==> src/rtl/sidfe_pkg.sv <==
// ----------------------------------------------------------------------------
// sidfe_pkg
// Shared types, constants and helpers of the signed integer display frame
// encoder.
// ----------------------------------------------------------------------------
package sidfe_pkg;

	localparam int NUM_DIGITS  = 5;
	localparam int DIG_IDX_W   = 3;
	localparam int VALUE_W     = 16;
	localparam int BYTE_W      = 8;
	localparam int SIZE_W      = 8;
	localparam int COORD_W     = 32;
	localparam int CFG_DATA_W  = 32;
	localparam int CFG_INDEX_W = 2;
	localparam int WEIGHT_W    = 14;
	localparam int POS_W       = 4;

	typedef enum logic [CFG_INDEX_W-1:0] {
		REG_SIZE  = 2'd0,
		REG_COORD = 2'd1
	} reg_index_t;

	localparam logic [SIZE_W-1:0]  SIZE_RESET  = 8'd3;
	localparam logic [COORD_W-1:0] COORD_RESET = 32'h3035_3033;

	localparam logic [BYTE_W-1:0] FRAME_START = 8'h00;
	localparam logic [BYTE_W-1:0] FRAME_END   = 8'hFF;
	localparam logic [BYTE_W-1:0] CHAR_E      = 8'h45;
	localparam logic [BYTE_W-1:0] CHAR_N      = 8'h4E;
	localparam logic [BYTE_W-1:0] CHAR_G      = 8'h47;
	localparam logic [BYTE_W-1:0] CHAR_MINUS  = 8'h2D;
	localparam logic [BYTE_W-1:0] ASCII_ZERO  = 8'h30;
	localparam logic [BYTE_W-1:0] SIZE_OFFSET = 8'd48;

	localparam logic [POS_W-1:0] HDR_LAST = 4'd8;

	typedef struct packed {
		logic                                neg;
		logic [DIG_IDX_W-1:0]                start;
		logic [NUM_DIGITS-1:0][3:0]          digits;
	} entry_t;

	typedef enum logic [2:0] {
		BK_IDLE,
		BK_HDR,
		BK_SIGN,
		BK_DIGIT,
		BK_TAIL
	} bk_state_t;

	function automatic logic [WEIGHT_W-1:0] dec_weight(input logic [DIG_IDX_W-1:0] idx);
		logic [WEIGHT_W-1:0] w;
		case (idx)
			3'd0:    w = 14'd10000;
			3'd1:    w = 14'd1000;
			3'd2:    w = 14'd100;
			3'd3:    w = 14'd10;
			default: w = 14'd1;
		endcase
		return w;
	endfunction

endpackage

==> src/rtl/sidfe_front.sv <==
// ----------------------------------------------------------------------------
// sidfe_front
// Takes a value, splits off sign and magnitude and extracts the five decimal
// digits, most significant first, one per cycle; the last waits for room.
// ----------------------------------------------------------------------------
module sidfe_front (
	input  logic                                  clk,
	input  logic                                  arst_n,
	input  logic                                  push,
	input  logic signed [sidfe_pkg::VALUE_W-1:0]  value,
	output logic                                  full,
	output sidfe_pkg::entry_t                     entry,
	output logic                                  entry_valid,
	input  logic                                  entry_ready
);
	import sidfe_pkg::*;

	logic                          busy_q;
	logic                          started_q;
	logic [DIG_IDX_W-1:0]          idx_q;
	logic [DIG_IDX_W-1:0]          start_q;
	logic                          neg_q;
	logic [VALUE_W-1:0]            mag_q;
	logic [NUM_DIGITS-1:0][3:0]    digits_q;

	logic [WEIGHT_W-1:0]           weight;
	logic [3:0]                    quot;
	logic [17:0]                   thr;
	logic [17:0]                   prod;
	logic [VALUE_W-1:0]            rem;
	logic                          last_digit;
	logic                          step;
	logic                          take;

	always_comb begin
		weight = dec_weight(idx_q);
		quot   = 4'd0;
		thr    = 18'd0;
		for (int k = 1; k <= 9; k++) begin
			thr = 18'(k) * {4'b0, weight};
			if ({2'b0, mag_q} >= thr) begin
				quot = 4'(k);
			end
		end
		prod = {14'b0, quot} * {4'b0, weight};
		rem  = mag_q - prod[VALUE_W-1:0];
	end

	assign last_digit  = (idx_q == DIG_IDX_W'(NUM_DIGITS - 1));
	assign entry_valid = busy_q && last_digit;
	assign step        = busy_q && (!last_digit || entry_ready);
	assign full        = busy_q;
	assign take        = push && !full;

	always_comb begin
		entry.neg                     = neg_q;
		entry.start                   = started_q ? start_q : idx_q;
		entry.digits                  = digits_q;
		entry.digits[NUM_DIGITS-1]    = quot;
	end

	always_ff @(posedge clk or negedge arst_n) begin
		if (!arst_n) begin
			busy_q    <= 1'b0;
			started_q <= 1'b0;
			idx_q     <= '0;
		end else if (take) begin
			busy_q    <= 1'b1;
			started_q <= 1'b0;
			idx_q     <= '0;
		end else if (step) begin
			idx_q <= idx_q + 3'd1;
			if (quot != 4'd0) begin
				started_q <= 1'b1;
			end
			if (last_digit) begin
				busy_q <= 1'b0;
			end
		end
	end

	always_ff @(posedge clk) begin
		if (take) begin
			neg_q <= value[VALUE_W-1];
			mag_q <= value[VALUE_W-1] ? (~$unsigned(value) + 16'd1) : $unsigned(value);
		end else if (step) begin
			digits_q[idx_q] <= quot;
			mag_q           <= rem;
			if (!started_q && quot != 4'd0) begin
				start_q <= idx_q;
			end
		end
	end

endmodule

==> src/rtl/sidfe_queue.sv <==
// ----------------------------------------------------------------------------
// sidfe_queue
// Two-entry queue of converted values between the front and the back.
// ----------------------------------------------------------------------------
module sidfe_queue (
	input  logic              clk,
	input  logic              arst_n,
	input  sidfe_pkg::entry_t in_entry,
	input  logic              in_valid,
	output logic              in_ready,
	output sidfe_pkg::entry_t out_entry,
	output logic              out_valid,
	input  logic              out_ready
);
	import sidfe_pkg::*;

	entry_t     mem [2];
	logic       wr_ptr_q;
	logic       rd_ptr_q;
	logic [1:0] count_q;
	logic       wr;
	logic       rd;

	assign in_ready  = (count_q != 2'd2);
	assign out_valid = (count_q != 2'd0);
	assign out_entry = mem[rd_ptr_q];
	assign wr        = in_valid && in_ready;
	assign rd        = out_valid && out_ready;

	always_ff @(posedge clk or negedge arst_n) begin
		if (!arst_n) begin
			wr_ptr_q <= 1'b0;
			rd_ptr_q <= 1'b0;
			count_q  <= 2'd0;
		end else begin
			if (wr) begin
				wr_ptr_q <= !wr_ptr_q;
			end
			if (rd) begin
				rd_ptr_q <= !rd_ptr_q;
			end
			if (wr && !rd) begin
				count_q <= count_q + 2'd1;
			end else if (rd && !wr) begin
				count_q <= count_q - 2'd1;
			end
		end
	end

	always_ff @(posedge clk) begin
		if (wr) begin
			mem[wr_ptr_q] <= in_entry;
		end
	end

endmodule

==> src/rtl/sidfe_back.sv <==
// ----------------------------------------------------------------------------
// sidfe_back
// Walks one queued value through the frame and hands out one byte per
// transfer through an output register.
// ----------------------------------------------------------------------------
module sidfe_back (
	input  logic                            clk,
	input  logic                            arst_n,
	input  sidfe_pkg::entry_t               entry,
	input  logic                            entry_valid,
	output logic                            entry_ready,
	input  logic [sidfe_pkg::SIZE_W-1:0]    size_code,
	input  logic [sidfe_pkg::COORD_W-1:0]   coord_chars,
	output logic                            empty,
	input  logic                            pop,
	output logic [sidfe_pkg::BYTE_W-1:0]    frame_byte,
	output logic                            last
);
	import sidfe_pkg::*;

	bk_state_t           state_q;
	bk_state_t           state_d;
	logic [POS_W-1:0]    cnt_q;
	logic [POS_W-1:0]    cnt_d;
	entry_t              cur_q;
	logic                out_valid_q;
	logic [BYTE_W-1:0]   byte_q;
	logic                last_q;

	logic                adv;
	logic                load;
	logic                emit;
	logic [BYTE_W-1:0]   byte_d;
	logic                last_d;

	assign adv         = !out_valid_q || pop;
	assign entry_ready = load;
	assign empty       = !out_valid_q;
	assign frame_byte  = byte_q;
	assign last        = last_q;

	always_comb begin
		state_d = state_q;
		cnt_d   = cnt_q;
		load    = 1'b0;
		case (state_q)
			BK_IDLE: begin
				if (entry_valid) begin
					load    = 1'b1;
					state_d = BK_HDR;
					cnt_d   = '0;
				end
			end
			BK_HDR: begin
				if (adv) begin
					if (cnt_q == HDR_LAST) begin
						state_d = cur_q.neg ? BK_SIGN : BK_DIGIT;
						cnt_d   = {1'b0, cur_q.start};
					end else begin
						cnt_d = cnt_q + 4'd1;
					end
				end
			end
			BK_SIGN: begin
				if (adv) begin
					state_d = BK_DIGIT;
					cnt_d   = {1'b0, cur_q.start};
				end
			end
			BK_DIGIT: begin
				if (adv) begin
					if (cnt_q[DIG_IDX_W-1:0] == DIG_IDX_W'(NUM_DIGITS - 1)) begin
						state_d = BK_TAIL;
					end else begin
						cnt_d = cnt_q + 4'd1;
					end
				end
			end
			BK_TAIL: begin
				if (adv) begin
					state_d = BK_IDLE;
				end
			end
			default: begin
				state_d = BK_IDLE;
			end
		endcase
	end

	always_comb begin
		emit   = 1'b0;
		byte_d = FRAME_START;
		last_d = 1'b0;
		case (state_q)
			BK_HDR: begin
				emit = 1'b1;
				case (cnt_q)
					4'd0:    byte_d = FRAME_START;
					4'd1:    byte_d = CHAR_E;
					4'd2:    byte_d = CHAR_N;
					4'd3:    byte_d = CHAR_G;
					4'd4:    byte_d = size_code + SIZE_OFFSET;
					4'd5:    byte_d = coord_chars[31:24];
					4'd6:    byte_d = coord_chars[23:16];
					4'd7:    byte_d = coord_chars[15:8];
					4'd8:    byte_d = coord_chars[7:0];
					default: byte_d = FRAME_START;
				endcase
			end
			BK_SIGN: begin
				emit   = 1'b1;
				byte_d = CHAR_MINUS;
			end
			BK_DIGIT: begin
				emit   = 1'b1;
				byte_d = ASCII_ZERO | {4'b0, cur_q.digits[cnt_q[DIG_IDX_W-1:0]]};
			end
			BK_TAIL: begin
				emit   = 1'b1;
				byte_d = FRAME_END;
				last_d = 1'b1;
			end
			default: begin
				emit = 1'b0;
			end
		endcase
	end

	always_ff @(posedge clk or negedge arst_n) begin
		if (!arst_n) begin
			state_q     <= BK_IDLE;
			cnt_q       <= '0;
			out_valid_q <= 1'b0;
		end else begin
			state_q <= state_d;
			cnt_q   <= cnt_d;
			if (adv) begin
				out_valid_q <= emit;
			end
		end
	end

	always_ff @(posedge clk) begin
		if (load) begin
			cur_q <= entry;
		end
		if (adv && emit) begin
			byte_q <= byte_d;
			last_q <= last_d;
		end
	end

endmodule

==> src/rtl/signed_int_display_frame_encoder.sv <==
// ----------------------------------------------------------------------------
// signed_int_display_frame_encoder
// Turns each signed 16-bit value into a display command frame byte stream.
// ----------------------------------------------------------------------------
// Each value pushed becomes one frame of 11 to 16 bytes: 0x00, "ENG", the
// size byte, four coordinate characters, an optional '-', the decimal digits
// without leading zeros and a closing 0xFF flagged by last. Bytes leave one
// per cycle while pop is held; the output stage goes idle between frames to
// load the next value. The digit converter accepts a value, then extracts
// the digits one per cycle, holding the last until the queue takes it; full
// is high while it works. Up to two converted values wait in a queue behind
// the byte stream, so pushes are taken while earlier frames still go out.
// Register writes reach header bytes not yet sent; the user must make them
// only while the block is idle, which the block itself does not enforce.
module signed_int_display_frame_encoder (
	input  logic                                    clk,
	input  logic                                    arst_n,
	input  logic                                    push,
	output logic                                    full,
	input  logic signed [sidfe_pkg::VALUE_W-1:0]    value,
	output logic                                    empty,
	input  logic                                    pop,
	output logic [sidfe_pkg::BYTE_W-1:0]            frame_byte,
	output logic                                    last,
	input  logic                                    cfg_we,
	input  logic [sidfe_pkg::CFG_INDEX_W-1:0]       cfg_index,
	input  logic [sidfe_pkg::CFG_DATA_W-1:0]        cfg_data
);
	import sidfe_pkg::*;

	logic [SIZE_W-1:0]   size_code_q;
	logic [COORD_W-1:0]  coord_chars_q;

	entry_t              f_entry;
	logic                f_valid;
	logic                f_ready;
	entry_t              b_entry;
	logic                b_valid;
	logic                b_ready;

	always_ff @(posedge clk or negedge arst_n) begin
		if (!arst_n) begin
			size_code_q   <= SIZE_RESET;
			coord_chars_q <= COORD_RESET;
		end else if (cfg_we) begin
			if (cfg_index == REG_SIZE) begin
				size_code_q <= cfg_data[SIZE_W-1:0];
			end
			if (cfg_index == REG_COORD) begin
				coord_chars_q <= cfg_data[COORD_W-1:0];
			end
		end
	end

	sidfe_front u_front (
		.clk         (clk),
		.arst_n      (arst_n),
		.push        (push),
		.value       (value),
		.full        (full),
		.entry       (f_entry),
		.entry_valid (f_valid),
		.entry_ready (f_ready)
	);

	sidfe_queue u_queue (
		.clk       (clk),
		.arst_n    (arst_n),
		.in_entry  (f_entry),
		.in_valid  (f_valid),
		.in_ready  (f_ready),
		.out_entry (b_entry),
		.out_valid (b_valid),
		.out_ready (b_ready)
	);

	sidfe_back u_back (
		.clk         (clk),
		.arst_n      (arst_n),
		.entry       (b_entry),
		.entry_valid (b_valid),
		.entry_ready (b_ready),
		.size_code   (size_code_q),
		.coord_chars (coord_chars_q),
		.empty       (empty),
		.pop         (pop),
		.frame_byte  (frame_byte),
		.last        (last)
	);

endmodule

==> config.mk <==
export PLATFORM = sky130hd
export DESIGN_NAME = signed_int_display_frame_encoder
export DESIGN_NICKNAME = d
export VERILOG_FILES = /design/src/rtl/sidfe_pkg.sv /design/src/rtl/sidfe_front.sv /design/src/rtl/sidfe_queue.sv /design/src/rtl/sidfe_back.sv /design/src/rtl/signed_int_display_frame_encoder.sv
export SDC_FILE = /design/constraint.sdc
export NUM_CORES = 1
export LEC_CHECK = 0
export ABC_AREA = 1
export ABC_CLOCK_PERIOD_IN_PS = 9600
export BUFFER_PORTS_ARGS = -buffer_cell sky130_fd_sc_hd__buf_4
export CORE_UTILIZATION = 40
export CTS_CLUSTER_DIAMETER = 60
export CTS_CLUSTER_SIZE = 28
export DETAILED_ROUTE_END_ITERATION = 16
export GPL_TIMING_DRIVEN = 0
export SLEW_MARGIN = 30
export SYNTH_ARGS = -nofsm -noshare
export SYNTH_HDL_FRONTEND = slang
export SYNTH_SLANG_ARGS = --single-unit
==> constraint.sdc <==
create_clock -name clk -period 9.6 [get_ports clk]
set_input_delay 0.48 -clock clk [delete_from_list [all_inputs] [get_ports clk]]
set_output_delay 0.48 -clock clk [all_outputs]
set_load 0.01 [all_outputs]
Word level (Yosys, flattened, before mapping)
Memories as Yosys holds them, arrays and structs flattened. A register that Yosys moved wholly into a read port is not among the register bits.
Cells that the tools add are included.

storage, ports and cells
  output and inout bits = 11
  memory bits (read-only) = 0
  input port bits = 55
  word-level logic and storage cells = 168
  memory bits (writable) = 48
  register bits = 106
  memories kept = 1
  latch bits = 0

memories
  memory       words  width  read ports  clocked after Yosys merged registers in  write ports  RTL line           text
  u_queue.mem  2      24     1           1                                        1            sidfe_queue.sv:17  entry_t mem [2];

operators by class
  bitwise gates (word level) = 2
  div/mod/pow operators = 0
  reductions and logical operators = 39
  add/subtract/negate cells = 7
  shift-type cells = 0
  multiplexer cells = 53
  order comparisons = 12
  equal/unequal tests = 27
  multipliers = 6

operator list
  kind                   number
  $ge 16x17->1           4
  $pmux 8 s8             1
  $pmux 14 s4            1
  $mux 16                3
  $mux 3                 14
  $mux 4                 10
  $mul 3x14->17 const A  2
  $ge 16x16->1           2
  $mul 2x14->16 const A  2
  $pmux 8 s4             1
  $bwmux 20              1
  $ge 16x18->1           1
  $mul 4x14->18 const A  1
  $add 16x1->16 const B  1
  $eq 4x3->1 const B     4
  $ge 16x14->1           1
  $ge 16x15->1           1
  $mul 4x14->16          1
  $not 16->16            1
  $pmux 4 s4             1
  $sub 16x16->16         1
  $pmux 3 s5             1
  $mux 1                 14
  $bmux 4 s3             1
  other kinds (31)       76

Logic depth before layout (Yosys ltp)
  depth after elaboration = 16
  mapped depth = 51
  gate-level depth less buffers = 51

Modules after synthesis
A second synthesis with hierarchy kept.

second synthesis, totals
  cells, all modules = 1754
  area total of the unflattened synthesis = 14288.7 µm²

modules (own cells, without submodules)
  module                            cells an instance  times used  area each (µm²)
  sidfe_front                       1093               1           8042.7
  sidfe_back                        328                1           2541.2
  sidfe_queue                       154                1           2039.5
  signed_int_display_frame_encoder  179                1           1665.3

Least setup slack after synthesis
OpenSTA, ideal clock, no wires.

  path type = register to register
  start point = register u_front.idx_q[2]
  end point = register u_front.mag_q[12], data pin
  required time = 9348 ps
  data arrival time = 7759 ps
  setup time = 252 ps
  stages on the path, launching flop included = 48
  slack = 1589 ps
  buffers on the path = 2
  path through = dfrtp_1 > buf_6 > buf_1 > clkinv_1 > ha_1 > nor2_1 > inv_1 > nand2_1 > inv_1 > fa_1 > ha_1 > a21oi_1 > nand2_1 > nand2_1 > a21oi_1 > o21ai_0 > nand2_1 > a21oi_1 > [12 not listed] > nand2_1 > fa_1 > fa_1 > inv_1 > fa_1 > inv_1 > ha_1 > nand2_1 > nand2_1 > a21oi_1 > o21ai_0 > inv_1 > nor2_1 > nor2_1 > o21ai_0 > xor2_1 > nand2_1 > nand2_1

RTL lines
  element                 RTL line           text
  from (decl)             sidfe_front.sv:20  logic [DIG_IDX_W-1:0] idx_q;
  from (signal assigned)  sidfe_front.sv:72  idx_q <= idx_q + 3'd1;
  to (signal assigned)    sidfe_front.sv:85  mag_q <= value[VALUE_W-1] ? (~$unsigned(value) + 16'd1) : $unsigned(value);
  to (signal assigned)    sidfe_front.sv:88  mag_q <= rem;
  to (decl)               sidfe_front.sv:23  logic [VALUE_W-1:0] mag_q;

==> metrics.md <==
| Metric | Value |
|---|---|
| Fraction of registers with async set/reset | `between 30% and 40%` |
| Synth Cell Area | `0.0133 mm²` |
| Unrepaired setup endpoints after global routing | `no` |
| CTS root buf | `clkbuf_16` |
| WS Path Type | `reg2reg` |
| Detailed Route Iter0 Violations | `roughly 650` |
| Clock latency on the worst-skew pair | `between 0.4 and 0.5 ns` |
| Clock tree buffer depth | `2` |
| GP Congestion | `~0.89` |
| Post-CTS Setup Inserts | `0` |
| Startpoint class of the critical path | `flop` |
| Critical Path Slowest Stage Cell | `fa_1` |
| Post-DP HPWL | `25.9 mm` |
| Seq/Total Area, Yosys | `37.4%` |
| Post-synth top area share | `26.5%` |
| Multi-input logic area | `about 0.0074 mm²` |
| Clock transition at the registers of the reported paths | `around 0.070 ns` |
| Hold Crit Class | `in2async` |
| Initial core utilization | `just over 40%` |
| Syn-to-layout area delta | `13.2%` |
| Max_slew headroom | `about 34%` |
| Grt total ovfl | `0` |
| Fin cells | `between 2000 and 2500` |
| Clk sinks | `between 150 and 200` |
| TritonCTS Buffers | `17` |
| Row cnt | `66` |
| Port buffer count | `65` |
| Routed Antenna Nets | `0` |
| Synth warn | `0` |
| Largest area contributor in the netlist | `edfxtp_1` |
| Stages on the worst setup path | `between 40 and 50` |
| Share of layout cells above drive strength 1 | `10.2%` |
| Status | `completed` |
| CTS tree | `yes` |
| Drt total wl | `32.6 mm` |
| Filler cells | `between 3000 and 4000` |
| Max_cap viols | `0` |
| DR vias/cell | `between 5 and 6` |
| Period utilization | `93.1%` |
| Worst Path Buf+Inv | `8` |
| Gr usage total | `20.1%` |
| Ant diodes | `0` |
| NumNets Final | `1888` |
| Die area | `between 0.03 and 0.04 mm²` |
| Crit end category | `flop` |
| Die Width | `approximately 180 µm` |
| Path depth of the worst reg2reg path | `46` |
| Reg area | `0.00496 mm²` |
| Worst path required time | `~9.8 ns` |
| Die Y-Extent | `between 150 and 200 µm` |
| Core area | `about 0.033 mm²` |
| Cell repeated most along the worst path | `nand2_1` |
| Max-slew violations | `0` |
| Vias after detailed routing | `~11000` |
| F_max | `between 100 and 150 MHz` |
| #FFs+latches synth | `174` |
| Instance count of the mapped netlist | `between 1500 and 2000` |
| Crit-path max FO | `16` |
| Hold Violations, Final | `0` |
| DRC Markers | `0` |
| H-tree depth | `4` |
| CP peak stage delay | `0.51 ns` |
| Crit path time final | `8.94 ns` |
| CP delay by family, top | `adder cells` |
| Clock skew | `roughly 0.012 ns` |
| Library cells used by synthesis | `around 60` |
| Primary FF master, synth | `edfxtp_1` |
| Number of synthesized flops with an enable pin | `around 120` |
| Main area contributors after synthesis | `edfxtp_1, ha_1, nand2_1, dfrtp_1, inv_1` |
| Synth Area per Inst | `roughly 8.6 µm²` |
| Final setup vio count | `0` |
| First-pass GRT wire length | `approximately 53 mm` |
| Worst Tran Pin Value | `about 0.99 ns` |
| Drt first pass iters | `5` |
| Largest net degree at the start of global routing | `58` |
| Placed cells | `slightly above 2000` |
| WL/cell | `roughly 16 µm` |
| Worst Path Arrival | `around 9 ns` |
| Vias in the first global route | `between 10000 and 15000` |
| # IOs | `between 60 and 70` |
| Initial antenna violation count | `0` |
[Yosys cell counts (4+ instances only)]
cell	number
nand4_1	15
clkbuf_1	20
xnor2_1	15
a21oi_1	107
inv_1	225
o21ai_0	81
a21o_1	6
xor2_1	20
o211ai_1	4
nand2_1	350
or2_2	6
edfxtp_1	117
nor3_1	20
o31ai_1	4
o22ai_1	8
dfstp_2	14
nand3_1	58
a22oi_1	5
dfrtp_1	43
mux2_2	22
fa_1	39
o311ai_0	4
ha_1	161
nor2_1	144
[layer usage]
metal	wire, µm	track usage [%]	vias to the layer above
met1	14900	26.1	5001
met5	0	0	-
met3	1300	2.00	38
li1	-	-	5322
met2	15900	34.9	225
met4	567	6.40	0
[state kept, by name, summed over array words and instances, names as in the netlist, 2 cells and up]
register / flops
coord_chars_q: 32
u_front.start_q: 3
u_front.entry: 16
u_queue.mem: 48
u_front.mag_q: 16
size_code_q: 8
u_back.frame_byte: 8
u_back.state_q: 3
u_queue.count_q: 2
u_front.idx_q: 3
u_back.cur_q: 24
u_back.cnt_q: 4
[worst reg2reg max path, delay by kind of cell, from the launching register on]
kind,cells,cell delay [ns]
compound gates,9,1.33
fa+ha+maj,8,3.34
simple gates,19,2.10
xor+xnor,2,0.31
flops,1,0.39
buf+inv,8,1.22
[through the flow]
stage / setup WS, ns / util [%] / area, µm² / hold slack (ns) / TNS [ns]
CTS: 0.191 / 46.0 / 15000 / 0.143 / 0
global placement: -0.398 / 43.9 / 14300 / 0.422 / -1.44
finish: 0.664 / 46.1 / 15000 / 0.113 / 0
floorplan: 1.59 / - / 13300 / 0.184 / 0
global route: 0.0606 / 46.1 / 15000 / 0.163 / 0
detailed placement: -0.417 / 44.2 / 14400 / 0.429 / -1.65
[kinds of logic (layout without fill, tap and decap cells)]
group,Yosys count,in the layout,synth area share (%)
simple gates,612,612,19.4
flops,174,174,37.4
mux,22,22,1.87
compound gates,247,247,10.5
other cells,2,3,0.0567
xor+xnor,35,35,2.31
buf+inv,254,353,7.36
fa+ha+maj,200,200,21.1
[layout by cell type, fill, tap and decap left out, drive strengths merged, types with 22 or more instances in the layout]
cell    instances
buf            71
mux2           22
a21oi         107
nand2         352
dfrtp          43
inv           234
edfxtp        117
ha            161
o21ai          82
clkbuf         41
nand3          59
fa             39
nor2          151
[area by class of cell]
| class | instances | area share, % |
|---|---|---|
| inverter | 230 | 5.78 |
| timing repair buffer | 68 | 3.72 |
| sequential | 174 | 33.1 |
| multi-input combinational | 1119 | 49.1 |
| buffer | 23 | 0.701 |
| clock buffer | 21 | 3.29 |
| tap | 442 | 3.69 |
| clock inverter | 11 | 0.651 |
[path summary, 6_finish.rpt]
check / from / to / slack [ns]
max: u_front.idx_q[2]$_DFFE_PN0P_ / u_front.mag_q[12]$_DFFE_PP_ / 0.66
min: arst_n / coord_chars_q[26]$_DFFE_PN0P_ / 0.11
max reg2reg: u_front.idx_q[2]$_DFFE_PN0P_ / u_front.mag_q[12]$_DFFE_PP_ / 0.66
min reg2reg: u_front.entry[15]$_DFFE_PP_ / u_queue.mem[1][15]$_DFFE_PP_ / 0.44
max in group asynchronous: arst_n / u_queue.count_q[0]$_DFFE_PN0P_ / 8.97
min in group clk: value[15] / u_front.neg_q$_DFFE_PP_ / 0.27
[repair_timing]
item	4_1_cts	5_1_grt
hold buffers	0	0
setup endpoints to repair	7	7
resized for setup	1	4
pin swaps	0	0
Power is left out: the tool's default activity adds up to more than one toggle a clock period on the data nets, which glitch-free logic cannot reach.
